**src/rtl/core/wtq_pkg.sv**
```systemverilog
// Shared types and constants for the wrapping timer queue.
`default_nettype none

package wtq_pkg;

    // default number of timer slots
    localparam int TIMER_SLOTS_DEF = 16;

    // field widths fixed by the interface
    localparam int ID_W    = 4;
    localparam int TIME_W  = 32;
    localparam int COUNT_W = 5;
    localparam int MIN_W   = 16;

    // operation codes
    localparam logic OP_REGISTER = 1'b0;
    localparam logic OP_CANCEL   = 1'b1;

    // status codes
    localparam logic ST_CHANGED   = 1'b0;
    localparam logic ST_UNCHANGED = 1'b1;

    // configuration register indexes
    localparam logic CFG_MIN_UNIT     = 1'b0;
    localparam logic CFG_DEFAULT_UNIT = 1'b1;

    // configuration reset values
    localparam logic [MIN_W-1:0]  MIN_UNIT_RST     = 16'd10;
    localparam logic [TIME_W-1:0] DEFAULT_UNIT_RST = 32'd1000;

    // reciprocal of five for a 32-bit dividend: floor(x / 5) = (x * RECIP5) >> 34
    localparam logic [TIME_W-1:0] RECIP5       = 32'hCCCC_CCCD;
    localparam int                RECIP5_SHIFT = 34;

    // request from the queue controller to the scheduling unit tracker
    typedef struct packed {
        logic              lower;
        logic [TIME_W-1:0] interval;
    } t_unit_req;

endpackage

`default_nettype wire

```
**src/rtl/core/wtq_ram.sv**
```systemverilog
// Generic simple dual-port RAM with registered read data.
`default_nettype none

module wtq_ram #(
    parameter int WIDTH = 8,
    parameter int DEPTH = 16
) (
    input  wire logic                     i_clk,
    input  wire logic                     i_we,
    input  wire logic [$clog2(DEPTH)-1:0] i_waddr,
    input  wire logic [WIDTH-1:0]         i_wdata,
    input  wire logic                     i_re,
    input  wire logic [$clog2(DEPTH)-1:0] i_raddr,
    output logic      [WIDTH-1:0]         o_rdata
);

    logic [WIDTH-1:0] r_mem [DEPTH];
    logic [WIDTH-1:0] r_rdata;

    // write port, read port with held output
    always_ff @(posedge i_clk) begin
        if (i_we) begin
            r_mem[i_waddr] <= i_wdata;
        end
        if (i_re) begin
            r_rdata <= r_mem[i_raddr];
        end
    end

    assign o_rdata = r_rdata;

endmodule

`default_nettype wire

```
**src/rtl/core/wtq_unit.sv**
```systemverilog
// Scheduling unit tracker: configuration registers and interval-based lowering.
`default_nettype none

module wtq_unit (
    input  wire logic                         i_clk,
    input  wire logic                         i_rst_n,
    input  wire logic                         i_cfg_valid,
    input  wire logic                         i_cfg_index,
    input  wire logic [wtq_pkg::TIME_W-1:0]   i_cfg_data,
    input  wire wtq_pkg::t_unit_req           i_req,
    output logic      [wtq_pkg::TIME_W-1:0]   o_unit
);

    localparam int PROD_W = 2 * wtq_pkg::TIME_W;
    localparam int QUOT_W = PROD_W - wtq_pkg::RECIP5_SHIFT;

    logic [wtq_pkg::MIN_W-1:0]  r_min_unit;
    logic [wtq_pkg::TIME_W-1:0] r_def_unit;
    logic                       r_lowered;
    logic [wtq_pkg::TIME_W-1:0] r_low_unit;
    logic [wtq_pkg::TIME_W-1:0] r_slice;

    logic [PROD_W-1:0]          w_prod;
    logic [wtq_pkg::TIME_W-1:0] w_cur;
    logic [wtq_pkg::TIME_W-1:0] w_min_ext;
    logic [wtq_pkg::TIME_W-1:0] n_low_unit;

    // divide the interval by five through the reciprocal
    assign w_prod = {{wtq_pkg::TIME_W{1'b0}}, i_req.interval}
                  * {{wtq_pkg::TIME_W{1'b0}}, wtq_pkg::RECIP5};

    assign w_cur      = r_lowered ? r_low_unit : r_def_unit;
    assign w_min_ext  = {{(wtq_pkg::TIME_W - wtq_pkg::MIN_W){1'b0}}, r_min_unit};
    assign n_low_unit = (r_slice > w_min_ext) ? r_slice : w_min_ext;

    // hold the quotient for the lowering step
    always_ff @(posedge i_clk) begin
        r_slice <= {{(wtq_pkg::TIME_W - QUOT_W){1'b0}}, w_prod[PROD_W-1:wtq_pkg::RECIP5_SHIFT]};
    end

    // configuration writes and lowering of the unit
    always_ff @(posedge i_clk) begin
        if (!i_rst_n) begin
            r_min_unit <= wtq_pkg::MIN_UNIT_RST;
            r_def_unit <= wtq_pkg::DEFAULT_UNIT_RST;
            r_lowered  <= 1'b0;
        end else begin
            if (i_cfg_valid) begin
                case (i_cfg_index)
                    wtq_pkg::CFG_MIN_UNIT: begin
                        r_min_unit <= i_cfg_data[wtq_pkg::MIN_W-1:0];
                    end
                    wtq_pkg::CFG_DEFAULT_UNIT: begin
                        r_def_unit <= i_cfg_data;
                    end
                    default: begin
                        r_def_unit <= r_def_unit;
                    end
                endcase
            end
            if (i_req.lower && (r_slice < w_cur)) begin
                r_lowered  <= 1'b1;
                r_low_unit <= n_low_unit;
            end
        end
    end

    assign o_unit = w_cur;

endmodule

`default_nettype wire

```
**src/rtl/core/wtq_ctrl.sv**
```systemverilog
// Queue controller: walks, shifts and reads back the ordered slot queue.
`default_nettype none

module wtq_ctrl #(
    parameter int TIMER_SLOTS = wtq_pkg::TIMER_SLOTS_DEF,
    localparam int SW = $clog2(TIMER_SLOTS),
    localparam int CW = $clog2(TIMER_SLOTS + 1)
) (
    input  wire logic                           i_clk,
    input  wire logic                           i_rst_n,
    input  wire logic                           i_start,
    output logic                                o_busy,
    input  wire logic                           i_operation,
    input  wire logic [wtq_pkg::ID_W-1:0]       i_timer_id,
    input  wire logic [wtq_pkg::TIME_W-1:0]     i_interval_ms,
    input  wire logic [wtq_pkg::TIME_W-1:0]     i_now_ms,
    // slot store: {timestamp, fire time}
    output logic                                o_slot_we,
    output logic      [SW-1:0]                  o_slot_waddr,
    output logic      [2*wtq_pkg::TIME_W-1:0]   o_slot_wdata,
    output logic                                o_slot_re,
    output logic      [SW-1:0]                  o_slot_raddr,
    input  wire logic [2*wtq_pkg::TIME_W-1:0]   i_slot_rdata,
    // queue order store
    output logic                                o_ord_we,
    output logic      [SW-1:0]                  o_ord_waddr,
    output logic      [SW-1:0]                  o_ord_wdata,
    output logic                                o_ord_re,
    output logic      [SW-1:0]                  o_ord_raddr,
    input  wire logic [SW-1:0]                  i_ord_rdata,
    output wtq_pkg::t_unit_req                  o_unit_req,
    output logic                                o_result_valid,
    output logic                                o_status,
    output logic      [wtq_pkg::ID_W-1:0]       o_head_timer_id,
    output logic      [wtq_pkg::TIME_W-1:0]     o_head_fire_time,
    output logic      [wtq_pkg::COUNT_W-1:0]    o_queue_count
);

    localparam int            RW     = 9;
    localparam logic [RW-1:0] SLOTS_R = RW'(TIMER_SLOTS);

    typedef enum logic [3:0] {
        S_IDLE,
        S_START,
        S_WALK0,
        S_WALK,
        S_CWALK,
        S_SHIFT,
        S_HEAD0,
        S_HEAD1,
        S_HEAD2
    } t_state;

    t_state                     r_state, n_state;
    logic                       r_op, n_op;
    logic [wtq_pkg::ID_W-1:0]   r_id, n_id;
    logic [wtq_pkg::TIME_W-1:0] r_interval, n_interval;
    logic [wtq_pkg::TIME_W-1:0] r_now, n_now;
    logic [wtq_pkg::TIME_W-1:0] r_fire, n_fire;
    logic [CW-1:0]              r_len, n_len;
    logic [TIMER_SLOTS-1:0]     r_active, n_active;
    logic [CW-1:0]              r_idx, n_idx;
    logic [CW-1:0]              r_pos, n_pos;
    logic [CW-1:0]              r_src, n_src;
    logic [CW-1:0]              r_last, n_last;
    logic [CW-1:0]              r_rem, n_rem;
    logic                       r_pend, n_pend;
    logic                       r_del, n_del;
    logic                       r_status, n_status;
    logic                       r_lower, n_lower;
    logic                       r_out_valid, n_out_valid;
    logic                       r_out_status, n_out_status;
    logic [wtq_pkg::ID_W-1:0]   r_out_head_id, n_out_head_id;
    logic [wtq_pkg::TIME_W-1:0] r_out_head_fire, n_out_head_fire;
    logic [wtq_pkg::COUNT_W-1:0] r_out_count, n_out_count;

    // wraparound-aware window test of a new fire time against an entry
    function automatic logic f_goes_before(input logic [wtq_pkg::TIME_W-1:0] fire,
                                           input logic [2*wtq_pkg::TIME_W-1:0] ent);
        logic [wtq_pkg::TIME_W-1:0] s;
        logic [wtq_pkg::TIME_W-1:0] t;
        s = ent[2*wtq_pkg::TIME_W-1:wtq_pkg::TIME_W];
        t = ent[wtq_pkg::TIME_W-1:0];
        if (s <= t) begin
            f_goes_before = (fire >= s) && (fire < t);
        end else begin
            f_goes_before = (fire >= s) || (fire < t);
        end
    endfunction

    // next-state and memory port logic
    always_comb begin
        logic [SW-1:0] v_slot;
        logic          v_in_range;
        logic [CW-1:0] v_pos;
        logic          v_enter_ins;

        v_slot      = SW'(r_id);
        v_in_range  = ({{(RW - wtq_pkg::ID_W){1'b0}}, r_id} < SLOTS_R);
        v_pos       = r_len;
        v_enter_ins = 1'b0;

        n_state         = r_state;
        n_op            = r_op;
        n_id            = r_id;
        n_interval      = r_interval;
        n_now           = r_now;
        n_fire          = r_fire;
        n_len           = r_len;
        n_active        = r_active;
        n_idx           = r_idx;
        n_pos           = r_pos;
        n_src           = r_src;
        n_last          = r_last;
        n_rem           = r_rem;
        n_pend          = r_pend;
        n_del           = r_del;
        n_status        = r_status;
        n_lower         = 1'b0;
        n_out_valid     = 1'b0;
        n_out_status    = r_out_status;
        n_out_head_id   = r_out_head_id;
        n_out_head_fire = r_out_head_fire;
        n_out_count     = r_out_count;

        o_slot_we    = 1'b0;
        o_slot_waddr = v_slot;
        o_slot_wdata = {r_now, r_fire};
        o_slot_re    = 1'b0;
        o_slot_raddr = i_ord_rdata;
        o_ord_we     = 1'b0;
        o_ord_waddr  = SW'(r_pos);
        o_ord_wdata  = v_slot;
        o_ord_re     = 1'b0;
        o_ord_raddr  = '0;

        case (r_state)
            S_IDLE: begin
                // take the transfer and hold its fields
                if (i_start) begin
                    n_op       = i_operation;
                    n_id       = i_timer_id;
                    n_interval = i_interval_ms;
                    n_now      = i_now_ms;
                    n_fire     = i_now_ms + i_interval_ms;
                    n_state    = S_START;
                end
            end
            S_START: begin
                if (v_in_range && (r_op == wtq_pkg::OP_REGISTER) && !r_active[v_slot]) begin
                    // record the slot and look for its place
                    n_active[v_slot] = 1'b1;
                    o_slot_we        = 1'b1;
                    n_status         = wtq_pkg::ST_CHANGED;
                    if ((r_interval == '0) || (r_len == '0)) begin
                        v_pos       = '0;
                        v_enter_ins = 1'b1;
                    end else begin
                        o_ord_re = 1'b1;
                        n_state  = S_WALK0;
                    end
                end else if (v_in_range && (r_op == wtq_pkg::OP_CANCEL) && r_active[v_slot]) begin
                    // drop the slot, then find it in the queue
                    n_active[v_slot] = 1'b0;
                    n_status         = wtq_pkg::ST_CHANGED;
                    o_ord_re         = 1'b1;
                    n_idx            = '0;
                    n_state          = S_CWALK;
                end else begin
                    n_status = wtq_pkg::ST_UNCHANGED;
                    n_state  = S_HEAD0;
                end
            end
            S_WALK0: begin
                // prime the walk: slot of entry zero, order of entry one
                o_slot_re   = 1'b1;
                o_ord_re    = 1'b1;
                o_ord_raddr = SW'(1);
                n_idx       = '0;
                n_state     = S_WALK;
            end
            S_WALK: begin
                if (f_goes_before(r_fire, i_slot_rdata)) begin
                    v_pos       = r_idx;
                    v_enter_ins = 1'b1;
                end else if ((r_idx + CW'(1)) == r_len) begin
                    v_pos       = r_len;
                    v_enter_ins = 1'b1;
                end else begin
                    // advance one entry per cycle
                    o_slot_re   = 1'b1;
                    o_ord_re    = 1'b1;
                    o_ord_raddr = SW'(r_idx + CW'(2));
                    n_idx       = r_idx + CW'(1);
                end
            end
            S_CWALK: begin
                if (i_ord_rdata == v_slot) begin
                    n_pos   = r_idx;
                    n_del   = 1'b1;
                    n_src   = r_idx + CW'(1);
                    n_rem   = r_len - r_idx - CW'(1);
                    n_pend  = 1'b0;
                    n_state = S_SHIFT;
                end else begin
                    o_ord_re    = 1'b1;
                    o_ord_raddr = SW'(r_idx + CW'(1));
                    n_idx       = r_idx + CW'(1);
                end
            end
            S_SHIFT: begin
                // write back the entry read last cycle
                if (r_pend) begin
                    o_ord_we    = 1'b1;
                    o_ord_waddr = r_del ? SW'(r_last - CW'(1)) : SW'(r_last + CW'(1));
                    o_ord_wdata = i_ord_rdata;
                end
                if (r_rem != '0) begin
                    o_ord_re    = 1'b1;
                    o_ord_raddr = SW'(r_src);
                    n_last      = r_src;
                    n_src       = r_del ? (r_src + CW'(1)) : (r_src - CW'(1));
                    n_rem       = r_rem - CW'(1);
                    n_pend      = 1'b1;
                end else begin
                    n_pend = 1'b0;
                    if (!r_pend) begin
                        // place the new slot, or finish the removal
                        if (!r_del) begin
                            o_ord_we = 1'b1;
                            n_lower  = 1'b1;
                            n_len    = r_len + CW'(1);
                        end else begin
                            n_len = r_len - CW'(1);
                        end
                        n_state = S_HEAD0;
                    end
                end
            end
            S_HEAD0: begin
                if (r_len == '0) begin
                    n_out_valid     = 1'b1;
                    n_out_status    = r_status;
                    n_out_head_id   = '0;
                    n_out_head_fire = '0;
                    n_out_count     = wtq_pkg::COUNT_W'(r_len);
                    n_state         = S_IDLE;
                end else begin
                    o_ord_re = 1'b1;
                    n_state  = S_HEAD1;
                end
            end
            S_HEAD1: begin
                o_slot_re     = 1'b1;
                n_out_head_id = wtq_pkg::ID_W'(i_ord_rdata);
                n_state       = S_HEAD2;
            end
            S_HEAD2: begin
                n_out_valid     = 1'b1;
                n_out_status    = r_status;
                n_out_head_fire = i_slot_rdata[wtq_pkg::TIME_W-1:0];
                n_out_count     = wtq_pkg::COUNT_W'(r_len);
                n_state         = S_IDLE;
            end
            default: begin
                n_state = S_IDLE;
            end
        endcase

        // set up the upward shift for an insertion at v_pos
        if (v_enter_ins) begin
            n_pos   = v_pos;
            n_del   = 1'b0;
            n_rem   = r_len - v_pos;
            n_src   = r_len - CW'(1);
            n_pend  = 1'b0;
            n_state = S_SHIFT;
        end
    end

    // state, counters and registered results
    always_ff @(posedge i_clk) begin
        if (!i_rst_n) begin
            r_state     <= S_IDLE;
            r_len       <= '0;
            r_active    <= '0;
            r_pend      <= 1'b0;
            r_lower     <= 1'b0;
            r_out_valid <= 1'b0;
        end else begin
            r_state         <= n_state;
            r_len           <= n_len;
            r_active        <= n_active;
            r_pend          <= n_pend;
            r_lower         <= n_lower;
            r_out_valid     <= n_out_valid;
            r_op            <= n_op;
            r_id            <= n_id;
            r_interval      <= n_interval;
            r_now           <= n_now;
            r_fire          <= n_fire;
            r_idx           <= n_idx;
            r_pos           <= n_pos;
            r_src           <= n_src;
            r_last          <= n_last;
            r_rem           <= n_rem;
            r_del           <= n_del;
            r_status        <= n_status;
            r_out_status    <= n_out_status;
            r_out_head_id   <= n_out_head_id;
            r_out_head_fire <= n_out_head_fire;
            r_out_count     <= n_out_count;
        end
    end

    assign o_busy              = (r_state != S_IDLE);
    assign o_unit_req.lower    = r_lower;
    assign o_unit_req.interval = r_interval;
    assign o_result_valid      = r_out_valid;
    assign o_status            = r_out_status;
    assign o_head_timer_id     = r_out_head_id;
    assign o_head_fire_time    = r_out_head_fire;
    assign o_queue_count       = r_out_count;

endmodule

`default_nettype wire

```
**src/rtl/core/wrapping_timer_queue_insert.sv**
```systemverilog
// Top level of the wrapping timer queue: controller, slot and order memories, unit tracker.
`default_nettype none

// Usage
//   Command channel: drive the fields with start high; the command is taken at
//   the clock edge where start is high and busy is low. Busy stays high until
//   the result is being shown.
//   Result channel: o_result_valid is high for exactly one cycle with status,
//   head slot, head fire time, queue count and scheduling unit. The receiver
//   cannot stall it; it must take the result in that cycle. A new command may
//   be taken in the same cycle as the strobe.
//   Configuration: write channel with i_cfg_valid and o_cfg_ready (always
//   ready); index 0 is the minimum unit, index 1 the default unit. Write only
//   while no command is in flight.
// Search and shift
//   The search of a register or cancel and the shift that follows are paced by
//   the single read port of the order memory, which serves one entry per cycle
//   during the search and during the shift.
// Reset
//   Synchronous active-low reset empties the queue, clears all active flags,
//   restores both unit registers and returns the unit to its default. No
//   memory clearing pass is needed.

module wrapping_timer_queue_insert #(
    parameter int TIMER_SLOTS = wtq_pkg::TIMER_SLOTS_DEF
) (
    input  wire logic                         i_clk,
    input  wire logic                         i_rst_n,
    input  wire logic                         start,
    output logic                              busy,
    input  wire logic                         i_operation,
    input  wire logic [wtq_pkg::ID_W-1:0]     i_timer_id,
    input  wire logic [wtq_pkg::TIME_W-1:0]   i_interval_ms,
    input  wire logic [wtq_pkg::TIME_W-1:0]   i_now_ms,
    output logic                              o_result_valid,
    output logic                              o_status,
    output logic      [wtq_pkg::ID_W-1:0]     o_head_timer_id,
    output logic      [wtq_pkg::TIME_W-1:0]   o_head_fire_time,
    output logic      [wtq_pkg::COUNT_W-1:0]  o_queue_count,
    output logic      [wtq_pkg::TIME_W-1:0]   o_scheduling_unit,
    input  wire logic                         i_cfg_valid,
    output logic                              o_cfg_ready,
    input  wire logic                         i_cfg_index,
    input  wire logic [wtq_pkg::TIME_W-1:0]   i_cfg_data
);

    localparam int SW     = $clog2(TIMER_SLOTS);
    localparam int SLOT_W = 2 * wtq_pkg::TIME_W;

    logic              w_slot_we;
    logic [SW-1:0]     w_slot_waddr;
    logic [SLOT_W-1:0] w_slot_wdata;
    logic              w_slot_re;
    logic [SW-1:0]     w_slot_raddr;
    logic [SLOT_W-1:0] w_slot_rdata;
    logic              w_ord_we;
    logic [SW-1:0]     w_ord_waddr;
    logic [SW-1:0]     w_ord_wdata;
    logic              w_ord_re;
    logic [SW-1:0]     w_ord_raddr;
    logic [SW-1:0]     w_ord_rdata;
    wtq_pkg::t_unit_req w_unit_req;

    assign o_cfg_ready = 1'b1;

    // slot timestamps and fire times
    wtq_ram #(
        .WIDTH (SLOT_W),
        .DEPTH (TIMER_SLOTS)
    ) u_slot_ram (
        .i_clk   (i_clk),
        .i_we    (w_slot_we),
        .i_waddr (w_slot_waddr),
        .i_wdata (w_slot_wdata),
        .i_re    (w_slot_re),
        .i_raddr (w_slot_raddr),
        .o_rdata (w_slot_rdata)
    );

    // queue order of slot numbers
    wtq_ram #(
        .WIDTH (SW),
        .DEPTH (TIMER_SLOTS)
    ) u_ord_ram (
        .i_clk   (i_clk),
        .i_we    (w_ord_we),
        .i_waddr (w_ord_waddr),
        .i_wdata (w_ord_wdata),
        .i_re    (w_ord_re),
        .i_raddr (w_ord_raddr),
        .o_rdata (w_ord_rdata)
    );

    wtq_ctrl #(
        .TIMER_SLOTS (TIMER_SLOTS)
    ) u_ctrl (
        .i_clk            (i_clk),
        .i_rst_n          (i_rst_n),
        .i_start          (start),
        .o_busy           (busy),
        .i_operation      (i_operation),
        .i_timer_id       (i_timer_id),
        .i_interval_ms    (i_interval_ms),
        .i_now_ms         (i_now_ms),
        .o_slot_we        (w_slot_we),
        .o_slot_waddr     (w_slot_waddr),
        .o_slot_wdata     (w_slot_wdata),
        .o_slot_re        (w_slot_re),
        .o_slot_raddr     (w_slot_raddr),
        .i_slot_rdata     (w_slot_rdata),
        .o_ord_we         (w_ord_we),
        .o_ord_waddr      (w_ord_waddr),
        .o_ord_wdata      (w_ord_wdata),
        .o_ord_re         (w_ord_re),
        .o_ord_raddr      (w_ord_raddr),
        .i_ord_rdata      (w_ord_rdata),
        .o_unit_req       (w_unit_req),
        .o_result_valid   (o_result_valid),
        .o_status         (o_status),
        .o_head_timer_id  (o_head_timer_id),
        .o_head_fire_time (o_head_fire_time),
        .o_queue_count    (o_queue_count)
    );

    wtq_unit u_unit (
        .i_clk       (i_clk),
        .i_rst_n     (i_rst_n),
        .i_cfg_valid (i_cfg_valid),
        .i_cfg_index (i_cfg_index),
        .i_cfg_data  (i_cfg_data),
        .i_req       (w_unit_req),
        .o_unit      (o_scheduling_unit)
    );

    // a taken command always occupies the block on the next cycle
    a_accept_busy: assert property (@(posedge i_clk) disable iff (!i_rst_n)
        (start && !busy) |=> busy)
        else $error("command transfer did not make the block busy");

    // each command gives a single-cycle strobe
    a_strobe_single: assert property (@(posedge i_clk) disable iff (!i_rst_n)
        o_result_valid |=> !o_result_valid)
        else $error("result strobe held for more than one cycle");

    // a strobe only follows a command in flight
    a_strobe_after_busy: assert property (@(posedge i_clk) disable iff (!i_rst_n)
        o_result_valid |-> $past(busy))
        else $error("result strobe without a command in flight");

    // an empty queue reports a zero head
    a_empty_head: assert property (@(posedge i_clk) disable iff (!i_rst_n)
        (o_result_valid && (o_queue_count == '0))
            |-> ((o_head_timer_id == '0) && (o_head_fire_time == '0)))
        else $error("empty queue reported a head entry");

endmodule

`default_nettype wire

```
**config.mk**
```make
export PLATFORM = sky130hd
export DESIGN_NAME = wrapping_timer_queue_insert
export DESIGN_NICKNAME = d
export VERILOG_FILES = /design/src/rtl/core/wtq_pkg.sv /design/src/rtl/core/wtq_ram.sv /design/src/rtl/core/wtq_unit.sv /design/src/rtl/core/wtq_ctrl.sv /design/src/rtl/core/wrapping_timer_queue_insert.sv
export SDC_FILE = /design/constraint.sdc
export NUM_CORES = 2
export LEC_CHECK = 0
export BUFFER_PORTS_ARGS = -buffer_cell sky130_fd_sc_hd__buf_2
export CAP_MARGIN = 10
export CORE_MARGIN = 10
export CORE_UTILIZATION = 61
export DETAILED_ROUTE_END_ITERATION = 10
export HOLD_SLACK_MARGIN = 0.06
export PLACE_DENSITY = 0.75
export RECOVER_POWER = 25
export SLEW_MARGIN = 40
export SYNTH_ARGS = -nofsm -noshare
export SYNTH_HDL_FRONTEND = slang
export SYNTH_SLANG_ARGS = --single-unit
```
**constraint.sdc**
```tcl
create_clock -name i_clk -period 14.6 [get_ports i_clk]
set_input_delay 1.46 -clock i_clk [delete_from_list [all_inputs] [get_ports i_clk]]
set_output_delay 1.46 -clock i_clk [all_outputs]
set_load 0.03 [all_outputs]
```
==> flow_metrics.tcl <==
set metrics [dict create \
    reg2reg_depth 25 \
    drt-total-wl_um 202000 \
    path_class "reg2reg" \
    startpoint_type "flip-flop" \
    required_ns 15.31 \
    cts_hold_buffers 0 \
    vias 44100 \
    cts_resized 0 \
    netlist_instances 5008 \
    tightest_slew_ns 0.970 \
    cts_tree "built" \
    max_freq_mhz 115 \
    start_util 0.612 \
    overflow 0 \
    vias_per_cell 6.31 \
    status "finished clean" \
    cts_setup_buffers 0 \
    most-common-layout-cells "edfxtp_1 (1,353), inv_1 (700), ha_1 (553)" \
    period_minus_slack_ns 8.71 \
    layout_commonest_cell "edfxtp_1" \
    clk_pin_slew_worst_paths_ns 0.07 \
    clk_latency_ns 0.80 \
    r2r-end "u_unit.r_slice[24]" \
    core_area_um2 125000 \
    synth_edf_count 1353 \
    drive_gt1_frac 0.152 \
    crit_fanout 9 \
    drc 0 \
    gp_congestion 0.997 \
    hold_end "u_unit.r_low_unit[22]" \
    yosysSeqAreaShare 0.558 \
    endpoint_kind "flip-flop" \
    cts_buffer_depth 3 \
    die_area_um2 140000 \
    ant_nets 0 \
    fin_nets 6276 \
    grt_pass1_wl_um 299000 \
    setup_violations 0 \
    whs_path_depth 0 \
    crit_path_frequent_cell "fa_1" \
    synth_top_cell_by_area "edfxtp_1" \
    grt_max_degree 102 \
    r2r_setup_slack_ns 5.89 \
    dr.max_layer_used "met5" \
    drt-initial-drc-count 4887 \
    routedWlPerCell_um 28.9 \
    rr_startpoint "u_ctrl.r_interval[8]" \
    finClkSkew_ns 0.0294 \
    slowest_delay_ns 0.64 \
    grt.total_usage 0.288 \
    dr_wl_met3_um 18100 \
    first_global_vias 45300 \
    period_share 0.597 \
    clock_sinks 1460 \
    rows 130 \
    setup_tns_ns 0 \
    ys_types 68 \
    ys_ff_latch 1460 \
    io_pins 183 \
    synthArstFlopShare 0 \
    synthTopCellsByArea "edfxtp_1 (53%), fa_1 (10%), mux4_2 (9.5%), ha_1 (9.0%), inv_1 (3.4%)" \
    routed-wl-met2_um 99200 \
    maxCapViolCount 0 \
    cts_root_buf "clkbuf_16" \
    synth_top_area_share 0.530 \
    cts_made_buffers 145 \
    portBuffers 181 \
    relSlewSlack 0.346 \
    die_h_um 375 \
    ys_warn_count 0 \
    firstDrtPassIters 7 \
    hpwl_um 134000 \
    cp.arrival_ns 9.42 \
    netlist_area_um2 76700 \
    cp_slowest_cell "edfxtp_1" \
    syn_nets 6058 \
    antenna_found_initial 11 \
    grt_setup_unrepaired "false" \
    min_from "u_unit.r_slice[22]" \
    slew_viol_final 0 \
    final-hold-violation-count 0 \
    min_path_type "reg2reg" \
    m1WireLength_um 78700 \
    synth_top_flop_cell "edfxtp_1" \
    syn_area_per_cell_um2 15.3 \
    die_x_um 375 \
    area_delta_synth_final_pct 10.4 \
    htreeDepth 4 \
]
-- logic make-up (layout without fill, tap and decap cells) --
| kind of cell | Yosys count | count (layout) | synth area share |
|---|---|---|---|
| and+or+nand+nor | 697 | 697 | 0.0443 |
| buffers and inverters | 878 | 1211 | 0.0434 |
| other | 1 | 4 | 0.0000489 |
| adders and majority gates | 945 | 945 | 0.192 |
| AOI/OAI and AO/OA | 516 | 516 | 0.0445 |
| DFF | 1460 | 1460 | 0.558 |
| muxes | 377 | 377 | 0.102 |
| xor gates and xnor gates | 134 | 134 | 0.0153 |
-- sequential cells by signal, summed over array words and instances (netlist names), 5 cells and up, named ones only --
signal,flops
u_ord_ram.r_mem,64
u_ctrl.o_head_fire_time,32
u_slot_ram.r_mem,1024
u_ctrl.r_len,5
u_unit.r_low_unit,30
u_ctrl.r_rem,5
u_unit.r_def_unit,32
u_ctrl.o_queue_count,5
u_unit.r_min_unit,16
u_ctrl.r_fire,32
u_ctrl.r_now,32
u_unit.r_slice,30
u_ctrl.r_idx,5
u_ctrl.r_interval,32
u_slot_ram.o_rdata,64
-- synth_stat cells (4+ instances only) --
cell,n
a221oi_1,18
nor2b_1,29
a31oi_1,11
inv_1,700
a22oi_1,7
o21a_1,27
o31ai_1,4
nor3_1,40
edfxtp_1,1353
xor2_1,59
o21bai_1,8
nor4_1,39
mux4_2,325
nand4_1,68
or2_2,8
or4_1,10
and2_1,27
nand2_1,245
nor4b_1,4
mux2i_1,49
nor2_1,123
nand3_1,28
fa_1,391
and4_1,5
dfxtp_1,107
a41oi_1,18
a21o_1,77
o211a_1,4
buf_2,4
o221ai_1,7
or3_1,20
clkbuf_1,139
nor3b_1,4
and3_1,15
ha_1,553
a2111oi_0,4
nand2b_1,30
xnor2_1,75
buf_1,30
a211oi_1,14
o21ai_0,98
o211ai_1,10
a21oi_1,128
a21boi_0,58
-- worst max-delay path by stage --
stage                                startpoint                     to  slack (ns)  depth (start not counted)
after global routing       u_ctrl.r_interval[8]     u_unit.r_slice[29]        5.51                         25
final                      u_ctrl.r_interval[8]     u_unit.r_slice[24]        5.89                         25
after CTS                  u_ctrl.r_interval[8]     u_unit.r_slice[29]        5.97                         25
after floorplan               u_ctrl.r_fire[13]  u_slot_ram.o_rdata[0]        1.36                         11
after detailed placement   u_ctrl.r_interval[8]     u_unit.r_slice[29]        6.02                         25
after global placement    u_ctrl.r_interval[19]     u_unit.r_slice[29]        6.04                         23
-- stage by stage --
stage               hold slack [ns]  area (um^2)  setup slack [ns]  instances   util
floorplan                     0.400        76700              1.36       5008      -
global placement              0.447        79600              6.04       6717  0.635
detailed placement            0.453        79900              6.02       6728  0.638
CTS                           0.457        84600              5.97       6990  0.676
global route                  0.457        84600              5.51       6993  0.676
finish                        0.458        84600              5.89       6994  0.676
-- area by class of cell --
cell class              count  area (um^2)
inverters                 700         2630
diodes                      3         7.51
flip-flops and latches   1460        42800
fillers                  8402        40600
well taps                1650         2060
clock inverters            88          953
multi-input cells        2670        30800
clock buffers             174         3790
repair buffers            249         1630
-- worst max-delay path: cells and delay by family (launching register included) --
family	cells	cell delay [ns]
adders and majority gates	8	3.73
buffers and inverters	3	0.21
AOI/OAI and AO/OA	10	2.82
xor gates and xnor gates	2	0.55
DFF	1	0.64
and+or+nand+nor	2	0.67
-- per-layer routing --
| metal | up-vias | global-route usage |
|---|---|---|
| met1 | 22700 | 0.396 |
| met4 | 6 | 0.0898 |
| met3 | 334 | 0.0508 |
| li1 | 18800 | - |
| met2 | 2312 | 0.473 |
| met5 | - | 0 |
Power is not shown: default switching activity piles up to over one toggle a cycle in this logic, so the estimate is an artifact.
